--- src/rtl/assert_macros.svh ---
// Assertion macros used by the lookup engine RTL.
`ifndef ASSERT_MACROS_SVH
`define ASSERT_MACROS_SVH

// Check a property on every rising clock edge outside reset.
`define RLF_ASSERT(label, prop, msg) \
  label: assert property (@(posedge clk_i) disable iff (!rst_ni) prop) else $error(msg);

// Check that a condition implies another one in the next cycle.
`define RLF_ASSERT_NEXT(label, ante, cons, msg) \
  label: assert property (@(posedge clk_i) disable iff (!rst_ni) (ante) |=> (cons)) \
    else $error(msg);

`endif

--- src/rtl/rlf_pkg.sv ---
// Types, codes and field layout of the forwarding lookup engine.
package rlf_pkg;

  localparam int ROUTE_ENTRIES_DEF    = 256;
  localparam int NEIGHBOR_ENTRIES_DEF = 16;
  localparam int NUM_PORTS_DEF        = 4;

  localparam int PORT_W = 2;
  localparam int MAC_W  = 48;
  localparam int IP_W   = 32;
  localparam int TTL_W  = 8;
  localparam int IDX_W  = 8;
  localparam int SLOT_W = 8;
  localparam int OP_W   = 2;
  localparam int STAT_W = 3;

  localparam int ROUTES_REG_W = 9;
  localparam int NBRS_REG_W   = 5;
  localparam int CFG_IDX_W    = 1;
  localparam int CFG_DATA_W   = 9;

  // Input tdata layout, lowest field first.
  localparam int IN_IDX_LSB    = 0;
  localparam int IN_PREFIX_LSB = IN_IDX_LSB + IDX_W;
  localparam int IN_MASK_LSB   = IN_PREFIX_LSB + IP_W;
  localparam int IN_PORT_LSB   = IN_MASK_LSB + IP_W;
  localparam int IN_NIP_LSB    = IN_PORT_LSB + PORT_W;
  localparam int IN_NMAC_LSB   = IN_NIP_LSB + IP_W;
  localparam int IN_DEST_LSB   = IN_NMAC_LSB + MAC_W;
  localparam int IN_TTL_LSB    = IN_DEST_LSB + IP_W;
  localparam int IN_USED_W     = IN_TTL_LSB + TTL_W;
  localparam int IN_TDATA_W    = ((IN_USED_W + 7) / 8) * 8;

  // Output tdata layout, lowest field first.
  localparam int OUT_PORT_LSB = 0;
  localparam int OUT_MAC_LSB  = OUT_PORT_LSB + PORT_W;
  localparam int OUT_TTL_LSB  = OUT_MAC_LSB + MAC_W;
  localparam int OUT_SLOT_LSB = OUT_TTL_LSB + TTL_W;
  localparam int OUT_USED_W   = OUT_SLOT_LSB + SLOT_W;
  localparam int OUT_TDATA_W  = ((OUT_USED_W + 7) / 8) * 8;

  localparam logic [OP_W-1:0] OP_WR_ROUTE = 2'd0;
  localparam logic [OP_W-1:0] OP_WR_NBR   = 2'd1;
  localparam logic [OP_W-1:0] OP_LOOKUP   = 2'd2;

  localparam logic [STAT_W-1:0] STAT_FORWARD  = 3'd0;
  localparam logic [STAT_W-1:0] STAT_TTL      = 3'd1;
  localparam logic [STAT_W-1:0] STAT_NO_ROUTE = 3'd2;
  localparam logic [STAT_W-1:0] STAT_NO_ARP   = 3'd3;
  localparam logic [STAT_W-1:0] STAT_DONE     = 3'd4;

  localparam logic [CFG_IDX_W-1:0] REG_ROUTES    = 1'd0;
  localparam logic [CFG_IDX_W-1:0] REG_NEIGHBORS = 1'd1;

  typedef enum logic [1:0] {
    S_IDLE,
    S_RSCAN,
    S_NSCAN,
    S_RESULT
  } state_e;

  typedef struct packed {
    logic              en;
    logic [IP_W-1:0]   prefix;
    logic [IP_W-1:0]   mask;
    logic [PORT_W-1:0] port;
  } route_wr_t;

  typedef struct packed {
    logic [IP_W-1:0]   prefix;
    logic [IP_W-1:0]   mask;
    logic [PORT_W-1:0] port;
  } route_ent_t;

  typedef struct packed {
    logic             en;
    logic [IP_W-1:0]  ip;
    logic [MAC_W-1:0] mac;
  } nbr_wr_t;

  typedef struct packed {
    logic [IP_W-1:0]  ip;
    logic [MAC_W-1:0] mac;
  } nbr_ent_t;

  typedef struct packed {
    logic            route_mode;
    logic [IP_W-1:0] dest;
    logic [IP_W-1:0] key;
    logic [IP_W-1:0] cmp_val;
    logic [IP_W-1:0] best_mask;
    logic            found;
  } match_req_t;

  typedef struct packed {
    logic hit;
    logic better;
  } match_rsp_t;

endpackage

--- src/rtl/rlf_match_unit.sv ---
// Shared compare unit: masked prefix match for routes, exact match for ARP.
module rlf_match_unit (
  input  rlf_pkg::match_req_t req_i,
  output rlf_pkg::match_rsp_t rsp_o
);

  logic [rlf_pkg::IP_W-1:0] sel_mask;
  logic                     eq;

  // ARP lookups use an all-ones mask so the same equality check serves both.
  assign sel_mask = req_i.route_mode ? req_i.key : '1;
  assign eq       = (req_i.dest & sel_mask) == req_i.cmp_val;

  assign rsp_o.hit    = eq;
  assign rsp_o.better = eq && req_i.route_mode &&
                        (!req_i.found || (req_i.key > req_i.best_mask));

endmodule

--- config.mk ---
export PLATFORM = sky130hd
export DESIGN_NAME = rlf_match_unit
export DESIGN_NICKNAME = d
export VERILOG_FILES = /design/src/rtl/assert_macros.svh /design/src/rtl/rlf_pkg.sv /design/src/rtl/rlf_match_unit.sv
export SDC_FILE = /design/constraint.sdc
export NUM_CORES = 1
export LEC_CHECK = 0
export ABC_AREA = 1
export ABC_CLOCK_PERIOD_IN_PS = 2600
export BUFFER_PORTS_ARGS = -buffer_cell sky130_fd_sc_hd__buf_2
export CAP_MARGIN = 20
export CORE_MARGIN = 1.5
export CORE_UTILIZATION = 48
export DETAILED_ROUTE_END_ITERATION = 12
export GPL_TIMING_DRIVEN = 0
export PLACE_DENSITY = 0.91
export SYNTH_ARGS = -nofsm -noshare
export SYNTH_HDL_FRONTEND = slang
export SYNTH_SLANG_ARGS = --single-unit
--- constraint.sdc ---
create_clock -name vclk -period 2.6
set_input_delay 0.39 -clock vclk [all_inputs]
set_output_delay 0.39 -clock vclk [all_outputs]
set_load 0.1 [all_outputs]
==> impl_metrics.py, run 1 <==
metrics = {
    "timing": {
        "timing.fmax_ghz": 0.410,
        "slew_headroom": 0.670,
        "period_minus_slack_ns": 2.44,
        "fin_setup_tns_ns": 0,
        "hold_violations": 0,
        "post-route-period-util": 0.938,
        "finalSetupViolCount": 0,
        "rsz0062_at_grt": "no",
        "worstMarginPinSlew_ns": 0.499,
        "maxSlewViolCount": 0,
    },
    "yosys": {
        "synthesis.nets": 556,
        "yosysUniqueCellTypes": 16,
        "netlist_instances": 394,
        "avgSynthCellArea_um2": 4.85,
        "ys_warn_count": 0,
        "yosysSeqAreaShare": 0,
        "yosysTopAreaCellShare": 0.344,
        "synth_area_um2": 1910,
        "synth_top_area_cell": "nand2_1",
        "synth.area.top_cells": "nand2_1 (34%), ha_1 (21%), inv_1 (19%)",
    },
    "layout": {
        "clkbuf_count": 0,
        "syn_to_final_growth_pct": 37.9,
        "regArea_um2": 0,
        "multi_input_area_um2": 1500,
        "fin_util": 0.703,
        "drive_above_1_share": 0.262,
        "nets": 690,
        "flops_and_latches": 0,
        "antenna_cells": 0,
        "nFillCells": 375,
    },
    "routing": {
        "ant_nets": 0,
        "post-route-drc-count": 0,
        "via_per_inst": 4.58,
        "wire_per_inst_um": 9.29,
        "firstDrtPassIters": 4,
        "wl_mm": 5.33,
        "vias": 2630,
        "drt_iter0_drc": 62,
    },
    "power_and_ir_drop": {
        "ir_drop_mv": 0.0743,
        "p_leak_nw": 1.93,
        "combPwrFrac": 1.000,
        "finalPower_mw": 0.358,
        "power.density_nw_per_um2": 136,
        "internal-power_mw": 0.172,
        "pwr-share-clk": 0,
        "power_frac_seq": 0,
        "power.switching_mw": 0.186,
        "p_sw_frac": 0.520,
    },
    "grt": {
        "antenna_found_initial": 0,
        "grt_pass1_vias": 2338,
        "grtUsageMet2": 0.495,
        "grt_overflow_total": 0,
        "grt_usage": 0.239,
        "busiest_layer": "met2",
        "grt_pass1_wl_mm": 8.56,
        "grt_use_met3": 0.0204,
        "use_met1": 0.261,
        "grt_max_degree": 11,
    },
    "place": {
        "gp_congestion": 0.878,
        "port_buffers": 132,
        "dp_hpwl_mm": 4.96,
    },
    "critical_path": {
        "cp.arrival_ns": 2.05,
        "startpoint_type": "input port",
        "end_kind": "output pin",
        "cp_max_fo": 10,
        "path_class": "in -> out",
        "cp.required_ns": 2.21,
        "crit_start": "req_i[129]",
    },
    "worst_hold_path": {
        "holdPathEnd": "rsp_o[0]",
        "hold_path_class": "in -> out",
        "min_from": "req_i[0]",
        "holdPathStages": 3,
    },
    "floorplanning": {
        "die_width_um": 66.1,
        "top_level_ports": 132,
        "core_um2": 3740,
        "num_rows": 22,
        "die_height_um": 66.1,
        "dieArea_um2": 4370,
        "initial_core_util": 0.510,
    },
    "clock_network": {
        "postCtsSetupBuffers": 0,
    },
    "run": {
        "maxCapViolCount": 0,
    },
    "status": {
        "status": "finished clean",
    },
}
-- stage by stage --
step / hold WS [ns] / setup slack [ns] / std cells / area (um2)
final: 1.18 / 0.161 / 574 / 2630
after global routing: 1.20 / 0.0304 / 574 / 2630
after CTS: 1.19 / 0.145 / 574 / 2630
after detailed placement: 1.19 / 0.145 / 574 / 2630
after global placement: 1.19 / 0.160 / 574 / 2630
after floorplan: 1.05 / 0.0832 / 394 / 1910
-- kinds of logic (layout without fill, tap and decap cells) --
logic type	after synthesis	after routing	share of synthesized area
buffers and inverters	103	235	0.216
AO/OA/AOI/OAI	22	22	0.0649
adder cells (fa/ha/maj)	32	32	0.210
AND/OR/NAND/NOR	237	237	0.509
-- worst max path at each step --
stage | end | depth (start not counted)
after floorplan | rsp_o[0] | 10
after global placement | rsp_o[1] | 12
after detailed placement | rsp_o[1] | 12
after CTS | rsp_o[1] | 12
after global routing | rsp_o[1] | 12
final | rsp_o[1] | 12
-- cell usage after synthesis --
master    instances
a21o_1            1
a21oi_2           1
o21a_1            1
buf_4             1
o21ai_0           4
o211ai_1          2
nor4_2            1
nand2_1         175
nand3b_1          9
nand3_1          28
ha_1             32
inv_1            99
nor2_1           22
nand4_1           2
buf_6             3
a21oi_1          13
-- power by group through the flow --
stage	clock network (mW)	logic [mW]	registers, mW
global placement	0	0.341	0
CTS	0	0.360	0
floorplan	0	0.199	0
finish	0	0.358	0
global route	0	0.416	0
detailed placement	0	0.358	0
-- layout by cell type (no fill, tap or decap) --
cell type,netlist,routed
a21o_1,1,1
buf_4,1,1
nand3b_1,9,9
a21oi_2,1,1
nor4_2,1,1
nor2_1,22,22
ha_1,32,32
buf_2,0,131
nand2_1,175,175
buf_6,3,3
o21ai_0,4,4
o211ai_1,2,2
inv_1,99,99
a21oi_1,13,13
clkbuf_4,0,1
o21a_1,1,1
nand4_1,2,2
nand3_1,28,28
-- per-layer routing --
| layer | share of wire | vias to the layer above |
|---|---|---|
| met3 | 0.067 | 4 |
| met2 | 0.50 | 88 |
| li1 | - | 1451 |
| met4 | 0.0060 | 0 |
| met5 | 0 | - |
| met1 | 0.42 | 1087 |
-- critical path, stage by stage --
cell	delay, ns
buf_2	0.16
buf_6	0.17
nand2_1	0.08
nand2_1	0.06
nand2_1	0.04
nand2_1	0.06
nand2_1	0.05
nor2_1	0.12
nand2_1	0.09
nor4_2	0.27
buf_4	0.14
buf_2	0.42
-- repair_timing --
action / CTS / global route
setup endpoints to repair: 0 / 1
hold endpoints to repair: 0 / 0
gates resized for setup: 0 / 1
hold buffers: 0 / 0
-- final cells by class --
type / instances / area share
multi-input combinational: 291 / 0.568
inverter: 99 / 0.141
timing repair buffer: 132 / 0.252
buffer: 4 / 0.0157
tap: 48 / 0.0228
No activity file was read; power rests on OpenSTA's default activity.
==> run 2: changes to the inputs <==
==> constraint.sdc (replaced) <==
create_clock -name vclk -period 2.6
set_input_delay 0.26 -clock vclk [all_inputs]
set_output_delay 0.26 -clock vclk [all_outputs]
set_load 0.1 [all_outputs]
==> run 2 against run 1 <==
Maximum frequency up 12%; largest power group unchanged; combinational power about the same; worst hold slack worse by 0.25 ns; first-iteration DRC count is the same; worst setup slack better by 0.26 ns.
==> impl_metrics.py, run 2 (synthesized netlist as in run 1, its figures left out) <==
metrics = {
    "layout": {
        "flops_and_latches": 0,
        "drive_above_1_share": 0.262,
        "antenna_cells": 0,
        "layout_commonest_cell": "nand2_1",
        "regArea_um2": 0,
        "syn_to_final_growth_pct": 37.7,
        "nets": 690,
        "layout_common_cells": "nand2_1 (175), buf_2 (132), inv_1 (99), ha_1 (32), nand3_1 (28)",
        "fin_cells": 574,
        "nFillCells": 376,
        "clkbuf_count": 0,
    },
    "grt": {
        "grt_pass1_wl_mm": 8.56,
        "grt_max_degree": 11,
        "antenna_found_initial": 0,
        "grt_pass1_vias": 2338,
        "grt_usage": 0.239,
        "grt_overflow_total": 0,
    },
    "critical_path": {
        "path_class": "in -> out",
        "cp.arrival_ns": 1.92,
        "cp.required_ns": 2.34,
        "startpoint_type": "input port",
        "cp_max_fo": 10,
        "end_kind": "output pin",
    },
    "timing": {
        "worstMarginPinSlew_ns": 0.499,
        "hold_violations": 0,
        "post-route-period-util": 0.838,
        "period_minus_slack_ns": 2.18,
        "timing.fmax_ghz": 0.459,
        "finalSetupViolCount": 0,
        "rsz0062_at_grt": "no",
        "fin_setup_tns_ns": 0,
        "maxSlewViolCount": 0,
        "slew_headroom": 0.670,
    },
    "power_and_ir_drop": {
        "power.density_nw_per_um2": 136,
        "p_leak_nw": 1.93,
        "ir_drop_mv": 0.0743,
    },
    "floorplanning": {
        "num_rows": 22,
        "dieArea_um2": 4370,
        "top_level_ports": 132,
        "core_um2": 3740,
        "die_width_um": 66.1,
        "initial_core_util": 0.510,
        "die_height_um": 66.1,
    },
    "routing": {
        "via_per_inst": 4.58,
        "firstDrtPassIters": 4,
        "wl_mm": 5.33,
        "drt_iter0_drc": 62,
        "post-route-drc-count": 0,
        "vias": 2631,
        "wire_per_inst_um": 9.29,
        "ant_nets": 0,
    },
    "place": {
        "port_buffers": 132,
        "gp_congestion": 0.878,
        "dp_cells": 574,
        "dp_hpwl_mm": 4.96,
    },
    "run": {
        "maxCapViolCount": 0,
    },
    "status": {
        "status": "finished clean",
    },
    "worst_hold_path": {
        "holdPathStages": 3,
        "hold_path_class": "in -> out",
    },
    "clock_network": {
        "postCtsResizedCells": 0,
        "postCtsSetupBuffers": 0,
        "ctsHoldBuffers": 0,
    },
}
## run 2: layer usage
layer,routed length (um),GRT usage
met3,365,0.0204
met4,32,0.0357
met5,0,0
met2,2680,0.495
met1,2250,0.261
## run 2: stage by stage
stage / instance area [um2] / setup WS, ns / util / hold slack, ns / total power [mW]
3_5_place_dp: 2630 / 0.405 / 0.703 / 0.934 / 0.358
4_1_cts: 2630 / 0.405 / 0.703 / 0.935 / 0.360
2_1_floorplan: 1910 / 0.343 / - / 0.790 / 0.199
6_report: 2630 / 0.421 / 0.703 / 0.934 / 0.357
5_1_grt: 2630 / 0.236 / 0.703 / 0.955 / 0.416
3_3_place_gp: 2630 / 0.420 / 0.703 / 0.935 / 0.341
## run 2: final timing paths
check	start	endpoint	slack, ns
max	req_i[129]	rsp_o[1]	0.42
min	req_i[0]	rsp_o[0]	0.93
## run 2: final cells by class
class / count / area (um2) / area share
buffer: 4 / 41.3 / 0.0157
inverter: 99 / 372 / 0.141
multi-input combinational: 291 / 1500 / 0.569
tap: 48 / 60.1 / 0.0228
timing repair buffer: 132 / 661 / 0.251
## run 2: power by group
part | switching, mW | leakage, nW | internal, mW
Sequential | 0 | 0 | 0
Combinational | 0.186 | 1.93 | 0.172
Clock | 0 | 0 | 0
## run 2: critical path, cell delays in order
cell     delay [ns]
buf_2          0.16
buf_6          0.17
nand2_1        0.08
nand2_1        0.06
nand2_1        0.04
nand2_1        0.06
nand2_1        0.05
nor2_1         0.12
nand2_1        0.09
nor4_2         0.27
buf_4          0.14
buf_2          0.42
==> run 3: changes to the inputs <==
--- a/config.mk
+++ b/config.mk
@@ -5,15 +5,15 @@
 export SDC_FILE = /design/constraint.sdc
 export NUM_CORES = 1
 export LEC_CHECK = 0
-export ABC_AREA = 1
-export ABC_CLOCK_PERIOD_IN_PS = 2600
+export ABC_AREA = 0
+export ABC_CLOCK_PERIOD_IN_PS = 2200
 export BUFFER_PORTS_ARGS = -buffer_cell sky130_fd_sc_hd__buf_2
 export CAP_MARGIN = 20
 export CORE_MARGIN = 1.5
-export CORE_UTILIZATION = 48
+export CORE_UTILIZATION = 42
 export DETAILED_ROUTE_END_ITERATION = 12
 export GPL_TIMING_DRIVEN = 0
-export PLACE_DENSITY = 0.91
+export PLACE_DENSITY = 0.85
 export SYNTH_ARGS = -nofsm -noshare
 export SYNTH_HDL_FRONTEND = slang
 export SYNTH_SLANG_ARGS = --single-unit
==> constraint.sdc (replaced) <==
create_clock -name vclk -period 2.2
set_input_delay 0.22 -clock vclk [all_inputs]
set_output_delay 0.22 -clock vclk [all_outputs]
set_load 0.1 [all_outputs]
==> run 3 against run 2 <==
The flow now finishes with violations (setup timing); routed wire length rose by 6.9%; total power rose by 24%; clock-buffer cell count did not move; worst setup slack got worse by 0.67 ns; die area barely moved; non-clock buffer count rose by 6; via count fell by 13%; cell count fell by 24%; sequential share of layout area did not move.
==> impl_metrics.py, run 3 <==
metrics = {
    "timing": {
        "worstMarginPinSlew_ns": 0.456,
        "setup_ws_ns": -0.252,
        "whs_ns": 1.13,
        "slew_headroom": 0.693,
        "period_minus_slack_ns": 2.45,
        "timing.fmax_ghz": 0.408,
        "hold_violations": 0,
        "post-route-period-util": 1.11,
        "fin_setup_tns_ns": -0.393,
        "maxSlewViolCount": 0,
        "finalSetupViolCount": 2,
        "rsz0062_at_grt": "yes",
    },
    "status": {
        "status": "finished with violations",
        "violations": "setup timing",
    },
    "grt": {
        "antenna_found_initial": 0,
        "grt_pass1_vias": 2226,
        "grt_usage": 0.253,
        "grt_overflow_total": 0,
        "grt_max_degree": 11,
        "grt_pass1_wl_mm": 8.91,
    },
    "floorplanning": {
        "num_rows": 22,
        "die_height_um": 66.1,
        "dieArea_um2": 4370,
        "core_um2": 3740,
        "initial_core_util": 0.447,
        "die_width_um": 66.1,
        "top_level_ports": 132,
    },
    "power_and_ir_drop": {
        "p_leak_nw": 1.59,
        "power.density_nw_per_um2": 165,
        "ir_drop_mv": 0.0913,
    },
    "routing": {
        "firstDrtPassIters": 4,
        "wl_mm": 5.70,
        "ant_nets": 0,
        "vias": 2290,
        "post-route-drc-count": 0,
        "drt_iter0_drc": 74,
        "wire_per_inst_um": 13.0,
        "via_per_inst": 5.23,
    },
    "worst_hold_path": {
        "min_from": "req_i[43]",
        "holdPathEnd": "rsp_o[0]",
        "hold_path_class": "in -> out",
        "holdPathStages": 7,
    },
    "yosys": {
        "yosysSeqAreaShare": 0,
        "ys_warn_count": 0,
        "yosysTopAreaCellShare": 0.240,
        "yosysUniqueCellTypes": 32,
        "avgSynthCellArea_um2": 6.63,
        "yosysMostFrequentCell": "inv_1",
        "synthesis.nets": 414,
        "netlist_instances": 252,
        "synth.area.top_cells": "ha_1 (24%), inv_1 (11%), nand2b_1 (11%)",
        "synth_common_cells": "inv_1 (51), ha_1 (32), a21oi_1 (30)",
        "synth_top_area_cell": "ha_1",
        "synth_area_um2": 1670,
    },
    "layout": {
        "drive_above_1_share": 0.423,
        "clkbuf_count": 0,
        "fin_cells": 438,
        "nets": 554,
        "nFillCells": 327,
        "antenna_cells": 0,
        "flops_and_latches": 0,
        "layout_common_cells": "buf_2 (128), inv_1 (50), ha_1 (32), a21oi_1 (29), nand2b_1 (22)",
        "regArea_um2": 0,
        "syn_to_final_growth_pct": 60.8,
        "finalInstanceArea_um2": 2690,
        "layout_commonest_cell": "buf_2",
    },
    "place": {
        "port_buffers": 132,
        "placed_cell_area_um2": 2430,
        "gp_congestion": 0.810,
        "dp_hpwl_mm": 4.78,
        "dp_cells": 432,
        "post-place-ws_ns": -0.602,
    },
    "critical_path": {
        "cp.arrival_ns": 2.23,
        "path_class": "in -> out",
        "startpoint_type": "input port",
        "end_kind": "output pin",
        "cp.required_ns": 1.98,
        "cp_max_fo": 5,
    },
    "clock_network": {
        "ctsHoldBuffers": 0,
    },
    "run": {
        "maxCapViolCount": 0,
    },
}
## run 3: cell types whose count changed after synthesis, sizes merged, moves of 9 or more
cell,before,now
nor2,22,3
inv,99,51
nand3,28,14
a21oi,14,30
nand2,175,5
nand2b,0,29
nand3b,9,0
## run 3: where the power goes
group / switching (mW) / internal (mW) / total (mW)
clock: 0 / 0 / 0
combinational: 0.203 / 0.240 / 0.443
sequential: 0 / 0 / 0
## run 3: layout make-up
| class | count | area, um2 | share of cell area |
|---|---|---|---|
| buffer | 3 | 42.5 | 0.0158 |
| timing repair buffer | 139 | 787 | 0.293 |
| multi-input combinational | 197 | 1600 | 0.597 |
| tap | 48 | 60.1 | 0.0223 |
| inverter | 51 | 194 | 0.0722 |
## run 3: worst max-delay path by stage
stage | slack [ns] | startpoint | to | depth (start not counted)
5_1_grt | -0.32 | req_i[129] | rsp_o[0] | 9
4_1_cts | -0.25 | req_i[129] | rsp_o[0] | 11
3_5_place_dp | -0.60 | req_i[129] | rsp_o[0] | 9
6_report | -0.25 | req_i[129] | rsp_o[0] | 9
3_3_place_gp | -0.55 | req_i[129] | rsp_o[0] | 9
2_1_floorplan | -0.53 | req_i[129] | rsp_o[0] | 7
## run 3: cell families (layout without fill, tap and decap cells)
group | Yosys count | in the layout | share of synthesized area
buffers and inverters | 55 | 193 | 0.131
adders and majority gates | 32 | 32 | 0.240
and+or+nand+nor | 103 | 103 | 0.405
AOI/OAI and AO/OA | 62 | 62 | 0.225
## run 3: through the flow
step,power (mW),utilization
after CTS,0.418,0.694
after global placement,0.367,0.648
after detailed placement,0.380,0.648
after floorplan,0.204,-
after global routing,0.494,0.718
final,0.443,0.718
## run 3: timing repair
action | CTS | global route
endpoints found under the hold margin | 0 | 0
setup buffers | 4 | 2
setup endpoints to repair | 2 | 2
gates cloned | 1 | 0
gates resized for setup | 28 | 14
pin swaps | 7 | 6
## run 3: worst max-delay path, stage by stage
cell and delay (ns):
buf_12 0.10, buf_6 0.11, nand2b_4 0.05, and3b_1 0.19
or4b_4 0.55, nor4_4 0.28, nand4_1 0.20, a2111oi_4 0.25
buf_6 0.27
## run 3: metal layers
metal  vias up  global-route usage  share of wire
li1       1182                   -              -
met5         -                   0              0
met4         0              0.0153         0.0037
met1      1017               0.284           0.38
met3         2              0.0307          0.080
met2        89               0.519           0.54
